## config.mk

```make
export PLATFORM = sky130hd
export DESIGN_NAME = bounded_linear_motion_stepper_core
export DESIGN_NICKNAME = d
export VERILOG_FILES = /design/src/blmst_pkg.sv /design/src/blmst_div.sv /design/src/blmst_dp.sv /design/src/blmst_ctrl.sv /design/src/bounded_linear_motion_stepper_core.sv
export SDC_FILE = /design/constraint.sdc
export NUM_CORES = 1
export LEC_CHECK = 0
export BUFFER_PORTS_ARGS = -buffer_cell sky130_fd_sc_hd__buf_2
export CAP_MARGIN = 20
export CORE_ASPECT_RATIO = 0.8
export CORE_MARGIN = 2
export CORE_UTILIZATION = 40
export CTS_CLUSTER_DIAMETER = 30
export DETAILED_ROUTE_END_ITERATION = 10
export HOLD_SLACK_MARGIN = 0.02
export PLACE_DENSITY_LB_ADDON = 0.2
export SYNTH_ARGS = -nofsm -noshare
export SYNTH_HDL_FRONTEND = slang
export SYNTH_HIERARCHICAL = 1
export SYNTH_SLANG_ARGS = --single-unit
```

## constraint.sdc

```tcl
create_clock -name clk_i -period 11.7 [get_ports clk_i]
set_clock_uncertainty 0.15 [all_clocks]
set_input_delay 1.755 -clock clk_i [delete_from_list [all_inputs] [get_ports clk_i]]
set_output_delay 1.755 -clock clk_i [all_outputs]
set_load 0.03 [all_outputs]
```

## src/blmst_pkg.sv

```systemverilog
// Package for the bounded linear motion stepper: widths, register indexes,
// boundary modes, controller states and the command/status structs.
// No dependencies; every other file of the block imports it.
`default_nettype none

package blmst_pkg;

  // Position and velocity width (signed Q15.8 by default).
  localparam int unsigned POS_WIDTH = 24;
  localparam int unsigned FRAC_BITS = 8;

  // Configuration port.
  localparam int unsigned CFG_ADDR_W = 3;

  // Stream packing: two positions in tdata, whole bytes.
  localparam int unsigned TDATA_W = ((2 * POS_WIDTH + 7) / 8) * 8;

  // Fold divider: quotient bits retired per cycle and derived sizes.
  localparam int unsigned DIV_RADIX_BITS = 2;
  localparam int unsigned DIV_STEPS = (POS_WIDTH + DIV_RADIX_BITS - 1) / DIV_RADIX_BITS;
  localparam int unsigned DIV_W = DIV_STEPS * DIV_RADIX_BITS;
  localparam int unsigned DIV_CNT_W = $clog2(DIV_STEPS + 1);

  // Reset value of the upper bounds: 1.0 in Q15.8.
  localparam logic [POS_WIDTH-1:0] BOUND_HI_RST = POS_WIDTH'(1 << FRAC_BITS);

  // Extreme values of the signed position range.
  localparam logic [POS_WIDTH-1:0] POS_MOST_NEG = {1'b1, {(POS_WIDTH - 1){1'b0}}};
  localparam logic [POS_WIDTH-1:0] POS_MOST_POS = {1'b0, {(POS_WIDTH - 1){1'b1}}};

  typedef enum logic [1:0] {
    MODE_NONE   = 2'd0,
    MODE_CLAMP  = 2'd1,
    MODE_BOUNCE = 2'd2,
    MODE_WRAP   = 2'd3
  } bmode_e;

  typedef enum logic [CFG_ADDR_W-1:0] {
    REG_MODE    = 3'd0,
    REG_MIN_X   = 3'd1,
    REG_MAX_X   = 3'd2,
    REG_MIN_Y   = 3'd3,
    REG_MAX_Y   = 3'd4,
    REG_VEL_X   = 3'd5,
    REG_VEL_Y   = 3'd6
  } reg_idx_e;

  typedef enum logic [2:0] {
    ST_IDLE,
    ST_AXIS_X,
    ST_DIV_X,
    ST_AXIS_Y,
    ST_DIV_Y,
    ST_PUSH
  } ctrl_state_e;

  // Commands from the controller to the datapath.
  typedef struct packed {
    logic load;          // take the input transfer and step the position
    logic axis_y;        // axis under work: 0 x, 1 y
    logic apply_simple;  // write the clamp result of the selected axis (clamp mode only)
    logic div_start;     // start a fold division for the selected axis
    logic apply_div;     // write the fold result of the selected axis
    logic push;          // move the position into the output register
  } blmst_cmd_t;

  // Status from the datapath to the controller.
  typedef struct packed {
    logic err;       // bounds of the current item are bad
    logic need_div;  // selected axis is out of range and must be folded
    logic div_done;  // fold division finished this cycle
    logic out_free;  // output register can take a result this cycle
  } blmst_sts_t;

endpackage

`default_nettype wire

```

## src/blmst_div.sv

```systemverilog
// Iterative restoring divider used for the bounce and wrap folds.
// Retires DIV_RADIX_BITS quotient bits per cycle; imports blmst_pkg.
`default_nettype none

module blmst_div (
  input  wire logic                           clk_i,
  input  wire logic                           rst_ni,
  input  wire logic                           start_i,
  input  wire logic [blmst_pkg::POS_WIDTH-1:0] dividend_i,
  input  wire logic [blmst_pkg::POS_WIDTH-1:0] divisor_i,
  output logic                                done_o,
  output logic                                q_lsb_o,
  output logic [blmst_pkg::POS_WIDTH-1:0]     rem_o
);
  import blmst_pkg::*;

  logic [DIV_W-1:0]     num_q, num_d;
  logic [POS_WIDTH-1:0] den_q;
  logic [POS_WIDTH-1:0] rem_q, rem_d;
  logic                 qb_q, qb_d;
  logic [DIV_CNT_W-1:0] cnt_q;
  logic                 busy_q;
  logic [POS_WIDTH:0]   trial;

  // Two dependent shift-subtract steps per cycle.
  always_comb begin
    rem_d = rem_q;
    qb_d  = qb_q;
    trial = '0;
    for (int i = 0; i < DIV_RADIX_BITS; i++) begin
      trial = {rem_d, num_q[DIV_W-1-i]};
      if (trial >= {1'b0, den_q}) begin
        trial = trial - {1'b0, den_q};
        qb_d  = 1'b1;
      end else begin
        qb_d  = 1'b0;
      end
      rem_d = trial[POS_WIDTH-1:0];
    end
    num_d = num_q << DIV_RADIX_BITS;
  end

  // Control: counter and busy flag.
  always_ff @(posedge clk_i or negedge rst_ni) begin
    if (!rst_ni) begin
      cnt_q  <= '0;
      busy_q <= 1'b0;
    end else if (start_i) begin
      cnt_q  <= DIV_CNT_W'(DIV_STEPS);
      busy_q <= 1'b1;
    end else if (busy_q) begin
      if (cnt_q != '0) begin
        cnt_q <= cnt_q - DIV_CNT_W'(1);
      end else begin
        busy_q <= 1'b0;
      end
    end
  end

  // Operands and partial results.
  always_ff @(posedge clk_i) begin
    if (start_i) begin
      num_q <= DIV_W'(dividend_i);
      den_q <= divisor_i;
      rem_q <= '0;
      qb_q  <= 1'b0;
    end else if (busy_q && (cnt_q != '0)) begin
      num_q <= num_d;
      rem_q <= rem_d;
      qb_q  <= qb_d;
    end
  end

  assign done_o  = busy_q && (cnt_q == '0);
  assign q_lsb_o = qb_q;
  assign rem_o   = rem_q;

endmodule

`default_nettype wire

```

## src/blmst_dp.sv

```systemverilog
// Datapath of the stepper: configuration registers, position and velocity
// state, clamp and fold logic, fold divider and output register.
// Imports blmst_pkg; instantiates blmst_div.
`default_nettype none

module blmst_dp (
  input  wire logic                             clk_i,
  input  wire logic                             rst_ni,
  // Configuration writes.
  input  wire logic                             cfg_we_i,
  input  wire logic [blmst_pkg::CFG_ADDR_W-1:0] cfg_addr_i,
  input  wire logic [blmst_pkg::POS_WIDTH-1:0]  cfg_data_i,
  // Input payload.
  input  wire logic [blmst_pkg::TDATA_W-1:0]    in_data_i,
  input  wire logic                             in_restart_i,
  input  wire logic                             in_last_i,
  // Output stream.
  output logic                                  out_valid_o,
  input  wire logic                             out_ready_i,
  output logic [blmst_pkg::TDATA_W-1:0]         out_data_o,
  output logic                                  out_err_o,
  output logic                                  out_last_o,
  // Controller link.
  input  wire blmst_pkg::blmst_cmd_t            cmd_i,
  output blmst_pkg::blmst_sts_t                 sts_o
);
  import blmst_pkg::*;

  localparam int unsigned W = POS_WIDTH;

  // Configuration registers.
  bmode_e       mode_q;
  logic [W-1:0] min_x_q, max_x_q, min_y_q, max_y_q, svel_x_q, svel_y_q;

  // Working state.
  logic [W-1:0] pos_x_q, pos_x_d, pos_y_q, pos_y_d;
  logic [W-1:0] vel_x_q, vel_x_d, vel_y_q, vel_y_d;
  logic         err_q, last_q;

  // Output register.
  logic         out_valid_q;
  logic [W-1:0] out_x_q, out_y_q;
  logic         out_err_q, out_last_q;

  // Axis selection and range checks.
  logic [W-1:0] p, v, lo, hi, r_u, clamp_res, fold_res, neg_v, div_n;
  logic [W:0]   d, r, abs_d, rem_e, hi_sub, lo_add;
  logic         d_neg, d_gt, use_hi, flip, err_now;
  logic         div_done, div_q_lsb;
  logic [W-1:0] div_rem;
  logic [W:0]   sum_x, sum_y;
  logic [W-1:0] sat_x, sat_y;

  // Configuration register file.
  always_ff @(posedge clk_i or negedge rst_ni) begin
    if (!rst_ni) begin
      mode_q   <= MODE_NONE;
      min_x_q  <= '0;
      max_x_q  <= BOUND_HI_RST;
      min_y_q  <= '0;
      max_y_q  <= BOUND_HI_RST;
      svel_x_q <= '0;
      svel_y_q <= '0;
    end else if (cfg_we_i) begin
      unique case (reg_idx_e'(cfg_addr_i))
        REG_MODE:  mode_q   <= bmode_e'(cfg_data_i[1:0]);
        REG_MIN_X: min_x_q  <= cfg_data_i;
        REG_MAX_X: max_x_q  <= cfg_data_i;
        REG_MIN_Y: min_y_q  <= cfg_data_i;
        REG_MAX_Y: max_y_q  <= cfg_data_i;
        REG_VEL_X: svel_x_q <= cfg_data_i;
        REG_VEL_Y: svel_y_q <= cfg_data_i;
        default: ;
      endcase
    end
  end

  // Bad bounds: max not above min on either axis (signed compare).
  assign err_now = ($signed(max_x_q) <= $signed(min_x_q)) ||
                   ($signed(max_y_q) <= $signed(min_y_q));

  // Saturating frame step.
  assign sum_x = {pos_x_q[W-1], pos_x_q} + {vel_x_q[W-1], vel_x_q};
  assign sum_y = {pos_y_q[W-1], pos_y_q} + {vel_y_q[W-1], vel_y_q};
  assign sat_x = (sum_x[W] != sum_x[W-1]) ? (sum_x[W] ? POS_MOST_NEG : POS_MOST_POS)
                                          : sum_x[W-1:0];
  assign sat_y = (sum_y[W] != sum_y[W-1]) ? (sum_y[W] ? POS_MOST_NEG : POS_MOST_POS)
                                          : sum_y[W-1:0];

  // Selected axis and its offset from the bounds.
  assign p     = cmd_i.axis_y ? pos_y_q : pos_x_q;
  assign v     = cmd_i.axis_y ? vel_y_q : vel_x_q;
  assign lo    = cmd_i.axis_y ? min_y_q : min_x_q;
  assign hi    = cmd_i.axis_y ? max_y_q : max_x_q;
  assign d     = {p[W-1], p} - {lo[W-1], lo};
  assign r     = {hi[W-1], hi} - {lo[W-1], lo};
  assign r_u   = r[W-1:0];
  assign d_neg = d[W];
  assign d_gt  = !d_neg && (d[W-1:0] > r_u);
  assign abs_d = d_neg ? ((W + 1)'(0) - d) : d;
  assign div_n = abs_d[W-1:0] - W'(1);

  // Clamp result.
  assign clamp_res = d_neg ? lo : (d_gt ? hi : p);

  // Fold result from the divided offset: quotient parity and remainder.
  assign rem_e    = {1'b0, div_rem} + (W + 1)'(1);
  assign hi_sub   = {hi[W-1], hi} - rem_e;
  assign lo_add   = {lo[W-1], lo} + rem_e;
  assign use_hi   = (mode_q == MODE_WRAP) ? d_neg : div_q_lsb;
  assign flip     = (mode_q == MODE_BOUNCE) && (d_neg ? !div_q_lsb : div_q_lsb);
  assign fold_res = use_hi ? hi_sub[W-1:0] : lo_add[W-1:0];
  assign neg_v    = (v == POS_MOST_NEG) ? POS_MOST_POS : (W'(0) - v);

  blmst_div u_div (
    .clk_i      (clk_i),
    .rst_ni     (rst_ni),
    .start_i    (cmd_i.div_start),
    .dividend_i (div_n),
    .divisor_i  (r_u),
    .done_o     (div_done),
    .q_lsb_o    (div_q_lsb),
    .rem_o      (div_rem)
  );

  // Next position and velocity.
  always_comb begin
    pos_x_d = pos_x_q;
    pos_y_d = pos_y_q;
    vel_x_d = vel_x_q;
    vel_y_d = vel_y_q;
    if (cmd_i.load) begin
      if (in_restart_i) begin
        pos_x_d = in_data_i[W-1:0];
        pos_y_d = in_data_i[2*W-1:W];
        vel_x_d = svel_x_q;
        vel_y_d = svel_y_q;
      end else if (!err_now) begin
        pos_x_d = sat_x;
        pos_y_d = sat_y;
      end
    end else if (cmd_i.apply_simple && (mode_q == MODE_CLAMP)) begin
      if (cmd_i.axis_y) begin
        pos_y_d = clamp_res;
      end else begin
        pos_x_d = clamp_res;
      end
    end else if (cmd_i.apply_div) begin
      if (cmd_i.axis_y) begin
        pos_y_d = fold_res;
        if (flip) begin
          vel_y_d = neg_v;
        end
      end else begin
        pos_x_d = fold_res;
        if (flip) begin
          vel_x_d = neg_v;
        end
      end
    end
  end

  // Working state registers.
  always_ff @(posedge clk_i or negedge rst_ni) begin
    if (!rst_ni) begin
      pos_x_q <= '0;
      pos_y_q <= '0;
      vel_x_q <= '0;
      vel_y_q <= '0;
      err_q   <= 1'b0;
      last_q  <= 1'b0;
    end else begin
      pos_x_q <= pos_x_d;
      pos_y_q <= pos_y_d;
      vel_x_q <= vel_x_d;
      vel_y_q <= vel_y_d;
      if (cmd_i.load) begin
        err_q  <= err_now;
        last_q <= in_last_i;
      end
    end
  end

  // Output register: loads on push, empties on a downstream transfer.
  always_ff @(posedge clk_i or negedge rst_ni) begin
    if (!rst_ni) begin
      out_valid_q <= 1'b0;
    end else if (cmd_i.push) begin
      out_valid_q <= 1'b1;
    end else if (out_ready_i) begin
      out_valid_q <= 1'b0;
    end
  end

  always_ff @(posedge clk_i) begin
    if (cmd_i.push) begin
      out_x_q    <= pos_x_q;
      out_y_q    <= pos_y_q;
      out_err_q  <= err_q;
      out_last_q <= last_q;
    end
  end

  assign out_valid_o = out_valid_q;
  assign out_data_o  = TDATA_W'({out_y_q, out_x_q});
  assign out_err_o   = out_err_q;
  assign out_last_o  = out_last_q;

  // Status to the controller.
  assign sts_o.err      = err_q;
  assign sts_o.need_div = (d_neg || d_gt) &&
                          ((mode_q == MODE_BOUNCE) || (mode_q == MODE_WRAP));
  assign sts_o.div_done = div_done;
  assign sts_o.out_free = !out_valid_q || out_ready_i;

endmodule

`default_nettype wire

```

## src/blmst_ctrl.sv

```systemverilog
// Controller state machine of the stepper: sequences input transfer,
// per-axis bound handling, fold divisions and the output push.
// Imports blmst_pkg.
`default_nettype none

module blmst_ctrl (
  input  wire logic                  clk_i,
  input  wire logic                  rst_ni,
  input  wire logic                  in_valid_i,
  output logic                       in_ready_o,
  input  wire blmst_pkg::blmst_sts_t sts_i,
  output blmst_pkg::blmst_cmd_t      cmd_o
);
  import blmst_pkg::*;

  ctrl_state_e state_q, state_d;

  // State register.
  always_ff @(posedge clk_i or negedge rst_ni) begin
    if (!rst_ni) begin
      state_q <= ST_IDLE;
    end else begin
      state_q <= state_d;
    end
  end

  // Next state and commands.
  always_comb begin
    state_d    = state_q;
    cmd_o      = '0;
    in_ready_o = 1'b0;
    unique case (state_q)
      ST_IDLE: begin
        in_ready_o = 1'b1;
        if (in_valid_i) begin
          cmd_o.load = 1'b1;
          state_d    = ST_AXIS_X;
        end
      end
      ST_AXIS_X: begin
        if (sts_i.err) begin
          state_d = ST_PUSH;
        end else if (sts_i.need_div) begin
          cmd_o.div_start = 1'b1;
          state_d         = ST_DIV_X;
        end else begin
          cmd_o.apply_simple = 1'b1;
          state_d            = ST_AXIS_Y;
        end
      end
      ST_DIV_X: begin
        if (sts_i.div_done) begin
          cmd_o.apply_div = 1'b1;
          state_d         = ST_AXIS_Y;
        end
      end
      ST_AXIS_Y: begin
        cmd_o.axis_y = 1'b1;
        if (sts_i.need_div) begin
          cmd_o.div_start = 1'b1;
          state_d         = ST_DIV_Y;
        end else begin
          cmd_o.apply_simple = 1'b1;
          state_d            = ST_PUSH;
        end
      end
      ST_DIV_Y: begin
        cmd_o.axis_y = 1'b1;
        if (sts_i.div_done) begin
          cmd_o.apply_div = 1'b1;
          state_d         = ST_PUSH;
        end
      end
      ST_PUSH: begin
        if (sts_i.out_free) begin
          cmd_o.push = 1'b1;
          state_d    = ST_IDLE;
        end
      end
      default: begin
        state_d = ST_IDLE;
      end
    endcase
  end

endmodule

`default_nettype wire

```

## src/bounded_linear_motion_stepper_core.sv

```systemverilog
// Top level of the bounded linear motion stepper: stream ports, config port,
// controller and datapath. Imports blmst_pkg; instantiates blmst_ctrl, blmst_dp.
//
// Usage:
// - Slave stream: one transfer per frame tick. tuser is the restart flag,
//   tlast marks the last frame, tdata holds start_x then start_y (used on
//   restart only). A restart loads the start point and start velocities;
//   any other tick adds the velocity to the position with saturation if the bounds are good.
// - Master stream: one transfer per input. tdata holds pos_x then pos_y,
//   tuser is the bounds error flag, tlast copies the input tlast.
// - Config port: cfg_addr_i selects mode, min_x, max_x, min_y, max_y,
//   start_vel_x, start_vel_y; cfg_ready_o is always high. Write only idle.
// - After the input transfer, bounds are applied to x and then y (not when they
//   are bad) and the result is pushed; the next input is taken only then. Each
//   axis that bounce or wrap has to fold adds a division (shared divider, two bits per cycle).
// - A finished result waits in the output register while the next frame is
//   worked on; under a receiver stall work stops when a second one is ready.
// - Reset clears position and velocity, loads the register reset values and
//   leaves the block ready in the first cycle after it.
`default_nettype none

module bounded_linear_motion_stepper_core (
  input  wire logic                             clk_i,
  input  wire logic                             rst_ni,
  // Input stream.
  input  wire logic                             s_axis_tvalid,
  output logic                                  s_axis_tready,
  input  wire logic [blmst_pkg::TDATA_W-1:0]    s_axis_tdata,  // start_x, start_y
  input  wire logic                             s_axis_tuser,  // restart
  input  wire logic                             s_axis_tlast,  // last_frame
  // Output stream.
  output logic                                  m_axis_tvalid,
  input  wire logic                             m_axis_tready,
  output logic [blmst_pkg::TDATA_W-1:0]         m_axis_tdata,  // pos_x_out, pos_y_out
  output logic                                  m_axis_tuser,  // bounds_error
  output logic                                  m_axis_tlast,  // last
  // Configuration write channel.
  input  wire logic                             cfg_valid_i,
  output logic                                  cfg_ready_o,
  input  wire logic [blmst_pkg::CFG_ADDR_W-1:0] cfg_addr_i,
  input  wire logic [blmst_pkg::POS_WIDTH-1:0]  cfg_data_i
);
  import blmst_pkg::*;

  blmst_cmd_t cmd;
  blmst_sts_t sts;

  assign cfg_ready_o = 1'b1;

  blmst_ctrl u_ctrl (
    .clk_i      (clk_i),
    .rst_ni     (rst_ni),
    .in_valid_i (s_axis_tvalid),
    .in_ready_o (s_axis_tready),
    .sts_i      (sts),
    .cmd_o      (cmd)
  );

  blmst_dp u_dp (
    .clk_i        (clk_i),
    .rst_ni       (rst_ni),
    .cfg_we_i     (cfg_valid_i && cfg_ready_o),
    .cfg_addr_i   (cfg_addr_i),
    .cfg_data_i   (cfg_data_i),
    .in_data_i    (s_axis_tdata),
    .in_restart_i (s_axis_tuser),
    .in_last_i    (s_axis_tlast),
    .out_valid_o  (m_axis_tvalid),
    .out_ready_i  (m_axis_tready),
    .out_data_o   (m_axis_tdata),
    .out_err_o    (m_axis_tuser),
    .out_last_o   (m_axis_tlast),
    .cmd_i        (cmd),
    .sts_o        (sts)
  );

  // One frame at a time: an input transfer is never followed by another at once.
  assert property (@(posedge clk_i) disable iff (!rst_ni)
    (s_axis_tvalid && s_axis_tready) |=> !s_axis_tready)
    else $error("input accepted twice in a row");

  // A finished fold is always consumed by the controller.
  assert property (@(posedge clk_i) disable iff (!rst_ni)
    sts.div_done |-> cmd.apply_div)
    else $error("fold result dropped");

  // A push always leaves a valid result on the output.
  assert property (@(posedge clk_i) disable iff (!rst_ni)
    cmd.push |=> m_axis_tvalid)
    else $error("pushed result not presented");

endmodule

`default_nettype wire
```

* Word level (Yosys, flattened, before mapping)
Cells that the tools add are included.
** Word-level totals
- Flip-flop bits (word level) :: 376
- Bits of input ports :: 82
- Word-level logic and storage cells :: 181
** Operators by class
- $add $sub $neg :: 13
- Order comparisons :: 5
- Equal/unequal tests :: 25
- Muxes and demuxes :: 73
- Reductions and logical operators :: 40
** Operators by type and width (number)
- 24-bit 2-to-1 mux :: 42
- 24-bit subtractor :: 4
- 24-bit by 24-bit adder with 25-bit output :: 2
- 25-bit by 24-bit >= comparator with 1-bit output :: 2
- 24-bit <= comparator :: 2
- 1-bit by 24-bit subtractor with 24-bit output (first input constant) :: 2
- 24-bit by 24-bit subtractor with 25-bit output :: 1
- 24-bit by 1-bit adder with 24-bit output (second input constant) :: 1
- 24-bit adder :: 1
- 24-bit == test (second input constant) :: 1
- 24-bit > comparator :: 1
- 24-bit by 1-bit subtractor with 24-bit output (second input constant) :: 1
- 1-bit 2-to-1 mux :: 20
- 3-bit case mux with 6 select lines :: 1
- 2-bit AND reduction :: 8
- 3-bit == test (second input constant) :: 5
- 3-bit 2-to-1 mux :: 5
- 2-bit nonzero test :: 7
- 3-bit by 2-bit == test with 1-bit output (second input constant) :: 4
- 4-bit 2-to-1 mux :: 3
- 2-bit != test (second input constant) :: 5
- 5-bit AND reduction :: 2
- 3-bit by 1-bit == test with 1-bit output (second input constant) :: 2
- 1-bit logical AND :: 6
- 17 further kinds :: 28

* Logic depth before layout (Yosys ltp)
Gate-level depths: netlist (run 1).
- Depth in word-level cells :: 15
- Depth in mapped cells :: 45
- Depth with buffers taken out :: 36

* Hierarchy
Netlist (run 1), hierarchy kept.
** Modules (own cells, without submodules)
- blmst_dp :: times used 1, cells each 2949, area each 25714.7 µm²
- blmst_div :: times used 1, cells each 626, area each 5834.3 µm²
- blmst_ctrl :: times used 1, cells each 35, area each 292.8 µm²
- bounded_linear_motion_stepper_core :: times used 1, cells each 2, area each 11.3 µm²

* Worst setup path before layout (run 1)
OpenSTA, ideal clock, no wires.
- Path type :: reg2reg
- Start :: register u_ctrl.state_q[0]
- End :: register u_dp.u_div.num_q[0], enable pin
- Arrival :: 9.044 ns
- Required time :: 11.171 ns
- Setup slack :: 2.126 ns
- Cell stages (with the launch flop) :: 36
- Path buffers :: 9
- Clock period less this slack :: 9.574 ns
- Cell sequence :: dfrtp_1 > buf_4 > inv_1 > nand2_1 > o21ai_0 > buf_2 > buf_1 > buf_1 > clkbuf_1 > buf_1 > buf_2 > mux2i_1 > ha_1 > and3_1 > nand3_1 > o211ai_1 > or2_2 > a21o_1 > a21o_1 > xnor2_1 > ha_1 > o21ai_0 > o21bai_1 > a211oi_1 > o31a_1 > maj3_2 > maj3_2 > o221a_4 > o22a_1 > buf_6 > nand2_1 > o21a_1 > and3_1 > clkbuf_1 > nor2_1 > inv_1
** RTL lines
- start: declaration :: line blmst_ctrl.sv:16 : ctrl_state_e state_q, state_d;
- start signal: assignment :: line blmst_ctrl.sv:23 : state_q <= state_d;
- end signal: assignment :: line blmst_div.sv:63 : num_q <= DIV_W'(dividend_i);
- end signal: assignment :: line blmst_div.sv:68 : num_q <= num_d;
- end: declaration :: line blmst_div.sv:17 : logic [DIV_W-1:0] num_q, num_d;

==> key figures, run 1 <==
Clocking
  – Setup Fix Bufs, Post-CTS: 0
  – Cts hold-fix bufs: 0
  – Clock Pin Slew Worst Setup and Hold Paths: 50 ps
  – Clock latency on the worst-skew pair: 660 ps
  – CTS buffer count: 82
  – CTS tree: done
  – Cts repair resizes: 0
  – CTS max path bufs: 3
  – Sink Count: 376
  – H-tree levels: 3
  – CTS root buf: clkbuf_16

Worst setup path
  – Most frequent CP cell: nor2_1
  – Crit path kind: reg2reg
  – Critical Path Slowest Stage Cell: o22a_1
  – Critical-path maximum fanout: 27
  – Worst r2r path cells: 37
  – Worst Path Buf+Inv: 5
  – Req. time, crit path: 12090 ps
  – Crit end category: register
  – Startpoint types: register
  – R2r setup slk: 1260 ps
  – R2R Path End: u_dp/pos_x_q[16]
  – Top delay family on crit path: compound AO/OA/AOI/OAI gates
  – Arr. time, crit path: 10840 ps
  – Crit path largest cell delay: 680 ps
  – Worst R2R Start: u_ctrl/state_q[0]

Route
  – Initial DRC Count: 3122
  – First drt pass iteration count: 6
  – Routed len/inst: 24.7 µm
  – Via count: 29051
  – Antenna viol nets, final: 0
  – WL final: 120000 µm
  – DR vias/cell: 6.00
  – Drt drc: 0

STA
  – Fraction of the cycle the final worst path needs: 89.3%
  – Final Max Tran Viols: 0
  – Hold Fails Final Rpt: 0
  – Fmax: 95.7 MHz
  – Least-Margin Pin Slew: 1210 ps
  – Final setup violation count: 0
  – Fin crit period: 10440 ps
  – Final worst setup slack: 1260 ps
  – RSZ-0062 raised after global routing: no
  – Setup_tns: 0 ps
  – Relative slew margins: 17.0%

Place
  – PortBufs: 133
  – Post-Place Setup Slack: 1730 ps
  – Placer congestion estimate: 1.01
  – HPWL Detailed: 93400 µm
  – Placed cells: 4686

Hold path
  – Hold WC Path Type: reg2reg
  – Hold Crit Start: u_dp/last_q
  – Hold Crit Endpoint: u_dp/out_last_o
  – Hold path depth: 0

GRT
  – Largest net degree at the start of global routing: 78
  – Gr usage total: 28.6%
  – First-pass GRT wire length: 177000 µm
  – Initial antenna violation count: 6
  – Grt total ovfl: 0
  – Vias in the first global route: 26722

Flow run
  – Max Cap Viol: 0

Cells and area
  – Area growth, synth to finish: 15.2%
  – Layout cell share with drive strength beyond 1: 15.7%
  – Fillers: 7569
  – # nets final: 4092
  – N_diodes: 0
  – Final Util: 46.5%
  – Layout Cells excl Fill: 4843

Die
  – I/O pins: 135
  – Die extent in y: 256 µm
  – FP Rows: 92
  – Die Width: 320 µm
  – Core area: 78900 µm²
  – Initial core utilization: 40.4%
  – Die area: 81900 µm²

Run status
  – Status: complete, no violations

Synth
  – Number of flops mapped to enable cells by yosys: 98
  – Sequential share of the synthesized area: 30.7%
  – FFs w/ async S/R, synth: 67.3%
  – Avg Cell Area, Syn: 8.82 µm²
  – Ys flop type: dfrtp_1
  – Post-synth design cell area: 31900 µm²
  – #FFs+latches synth: 376
  – Mapped Cells: 3612
  – Synth Warn #: 6
  – Syn Nets: 3965
  – Unique masters post-synth: 110
[cells in the mapped netlist, types with 10 or more instances]
cell         n  area [µm²]
xor2_1      78         683
a31oi_1     53         332
a31o_2      10        87.6
mux2_2     189        2130
or3_1       30         188
o221ai_1    16         140
a211oi_1    47         353
o2111ai_1   18         158
buf_1       11        41.3
o21bai_1    33         248
a211o_1     15         131
a221oi_1    11        96.3
dfxtp_1     25         500
nand3_1     66         330
o31ai_1     36         270
nor4_1      14        87.6
mux2i_1     88         881
and3_1      36         225
nor2b_1     29         181
clkbuf_1   111         417
nand2b_1    52         325
o21ai_1     10        50.1
and2_1      28         175
a21oi_1    220        1100
nor3b_1     11        82.6
ha_1       263        3290
o21ai_0    273        1370
nor2_1     257         965
and4_1      12         105
nor3_1      83         415
nand4_1     37         231
o211ai_1    43         323
inv_1      246         923
buf_2       10        50.1
dfrtp_1    251        6280
or2_2       16         100
edfxtp_1    98        2940
o21a_1      53         398
a21o_1      96         721
o22ai_1     13        81.3
nand2_1    276        1040
xnor2_1    141        1230
[worst max path at each step]
| stage | startpoint | to | slack [ps] | cells past startpoint |
|---|---|---|---|---|
| 5_1_grt | u_ctrl/state_q[0] | u_dp/pos_x_q[16] | 650 | 37 |
| 3_3_place_gp | u_ctrl/state_q[2] | u_dp/pos_x_q[16] | 1850 | 36 |
| 6_report | u_ctrl/state_q[0] | u_dp/pos_x_q[16] | 1260 | 37 |
| 2_1_floorplan | u_ctrl/state_q[0] | u_dp/u_div/num_q[0] | 2130 | 35 |
| 3_5_place_dp | u_ctrl/state_q[0] | u_dp/pos_x_q[16] | 1730 | 37 |
| 4_1_cts | u_ctrl/state_q[0] | u_dp/pos_x_q[16] | 1690 | 37 |
[placed cells by master, fill, tap and decap left out, types with 132 or more instances in the layout]
master and count:
ha_1 263, inv_1 245, o21ai_0 271, a21oi_1 220, dfrtp_1 251, xnor2_1 141
nor2_1 256, buf_2 132, nand2_1 276, mux2_2 189
[layer usage]
metal | part of all wire, % | track usage [%]
met5 | 0.013 | 0
met1 | 48 | 43.9
met2 | 39 | 38.4
met3 | 11 | 8.64
met4 | 2.0 | 6.21
[layout make-up]
class	count	area [µm²]	area share, %
well taps	1034	1290	3.53
repair buffers	187	1110	3.02
inverters	246	923	2.52
multi-input cells	2846	20600	56.1
clock buffers	96	2190	5.96
flip-flops and latches	376	9780	26.7
clock inverters	58	807	2.20
[per-stage QoR]
step,instance area (µm²),hold slack [ps]
2_1_floorplan,31900,271
3_3_place_gp,33600,277
3_5_place_dp,33600,282
4_1_cts,36600,293
5_1_grt,36700,323
6_report,36700,296
[sequential cells by signal, summed over array words and instances (netlist names), 2 cells and up]
name,flops
u_dp/vel_x_q,24
u_dp/svel_y_q,24
u_dp/out_x_q,24
u_dp/out_y_q,24
u_dp/max_x_q,24
u_dp/u_div/rem_o,24
u_dp/vel_y_q,24
u_dp/mode_q,2
u_dp/min_x_q,24
u_dp/max_y_q,24
u_ctrl/state_q,3
u_dp/u_div/cnt_q,4
u_dp/pos_x_q,24
u_dp/u_div/num_q,24
u_dp/svel_x_q,24
u_dp/min_y_q,24
u_dp/u_div/den_q,24
u_dp/pos_y_q,24
[kinds of logic (layout without fill, tap and decap cells)]
group | Yosys count | after routing | synth area share (%)
compound gates | 1082 | 1082 | 22.7
simple gates | 986 | 986 | 15.1
buf+inv | 390 | 587 | 4.87
flops | 376 | 376 | 30.7
fa+ha+maj | 280 | 280 | 11.1
mux | 278 | 278 | 9.49
xor+xnor | 219 | 219 | 6.02
other cells | 1 | 1 | 0.0118
Power of run 1 is left out: the tool's default activity adds up to more than one toggle a clock period on the data nets, which glitch-free logic cannot reach.
==> inputs of run 2 (changes only) <==
Settings changed: CORE_UTILIZATION 40 to 30, MAX_ROUTING_LAYER set to met4.
==> key figures, run 2 (same netlist as run 1, synthesis figures left out) <==
Route
  – Via count: 28794
  – Drt drc: 0
  – WL final: 125000 µm
  – DR vias/cell: 5.51
  – First drt pass iteration count: 7
  – Initial DRC Count: 3318
  – Antenna viol nets, final: 0
  – Routed len/inst: 23.9 µm

Die
  – Die area: 109000 µm²
  – Core area: 105000 µm²
  – Die Width: 368 µm
  – Initial core utilization: 30.4%
  – FP Rows: 106
  – Die extent in y: 295 µm
  – I/O pins: 135

Cells and area
  – # nets final: 4095
  – Area growth, synth to finish: 17.5%
  – Commonest non-fill, non-tap cell in the layout: nand2_1
  – Layout cell share with drive strength beyond 1: 15.8%
  – Most frequent cells in the layout: 276 x nand2_1, 272 x o21ai_0, 263 x ha_1, 256 x nor2_1, 251 x dfrtp_1
  – Final Instance Area: 37400 µm²
  – Layout Cells excl Fill: 5228

Worst setup path
  – Req. time, crit path: 12070 ps
  – Critical Path Slowest Stage Cell: mux2i_1
  – Critical-path maximum fanout: 26
  – Crit path largest cell delay: 710 ps
  – Worst Path Buf+Inv: 2
  – Startpoint types: register
  – Top delay family on crit path: compound AO/OA/AOI/OAI gates
  – Crit end category: register
  – Crit path kind: reg2reg
  – Worst r2r path cells: 32
  – Most frequent CP cell: nand2_1
  – Arr. time, crit path: 10400 ps
  – CP Depth: 32

Place
  – Post-DP Area: 34100 µm²
  – PortBufs: 133
  – Placed cells: 5050
  – HPWL Detailed: 99300 µm
  – Placer congestion estimate: 1.05

Clocking
  – Clock Pin Slew Worst Setup and Hold Paths: 50 ps
  – CTS root buf: clkbuf_16
  – Setup Fix Bufs, Post-CTS: 0
  – H-tree levels: 3
  – Sink Count: 376
  – CTS tree: done
  – CTS buffer count: 92
  – CTS max path bufs: 3
  – Clock latency on the worst-skew pair: 700 ps
  – Cts hold-fix bufs: 0
  – Cts repair resizes: 0

Hold path
  – Hold path depth: 0
  – Hold WC Path Type: reg2reg

GRT
  – Largest net degree at the start of global routing: 94
  – Gr usage total: 23.1%
  – Initial antenna violation count: 8
  – Grt total ovfl: 0
  – First-pass GRT wire length: 183000 µm
  – Vias in the first global route: 26820

STA
  – Relative slew margins: 30.3%
  – Hold slack: 292 ps
  – Final Max Tran Viols: 0
  – Final setup violation count: 0
  – Least-Margin Pin Slew: 1030 ps
  – Fin crit period: 10040 ps
  – Setup_tns: 0 ps
  – Hold Fails Final Rpt: 0
  – Fmax: 99.6 MHz
  – Fraction of the cycle the final worst path needs: 85.8%
  – RSZ-0062 raised after global routing: no

Run status
  – Status: complete, no violations

Flow run
  – Max Cap Viol: 0
-- run 2: path summary, 6_finish.rpt --
path	endpoint	slack [ps]	start
setup reg to reg	u_dp/pos_y_q[22]	1660	u_ctrl/state_q[2]
setup / recovery	u_dp/pos_y_q[22]	1660	u_ctrl/state_q[2]
max in group asynchronous	u_dp/min_x_q[2]	8170	rst_ni
hold / removal	u_dp/out_last_o	290	u_dp/last_q
min in group asynchronous	u_dp/pos_y_q[13]	940	rst_ni
hold reg to reg	u_dp/out_last_o	290	u_dp/last_q
-- run 2: area by class of cell --
type / instances / area (µm²)
Tap cell: 1404 / 1760
Timing Repair Buffer: 180 / 1040
Antenna cell: 3 / 7.51
Clock inverter: 59 / 836
Multi-Input combinational cell: 2846 / 20600
Sequential cell: 376 / 9780
Clock buffer: 114 / 2470
Inverter: 246 / 923
Fill cell: 10804 / 67500
-- run 2: stage by stage --
| stage | setup WS, ps | util (%) |
|---|---|---|
| 2_1_floorplan | 2130 | - |
| 3_3_place_gp | 1960 | 32.5 |
| 3_5_place_dp | 1910 | 32.5 |
| 4_1_cts | 1860 | 35.6 |
| 5_1_grt | 1020 | 35.7 |
| 6_report | 1660 | 35.7 |
-- run 2: layer usage --
metal	part of all wire [%]	global-route usage, %
met4	2.7	6.18
met1	50	34.6
met2	38	30.0
met5	0	-
met3	9.4	5.94
Power of run 2 is left out for the same reason.
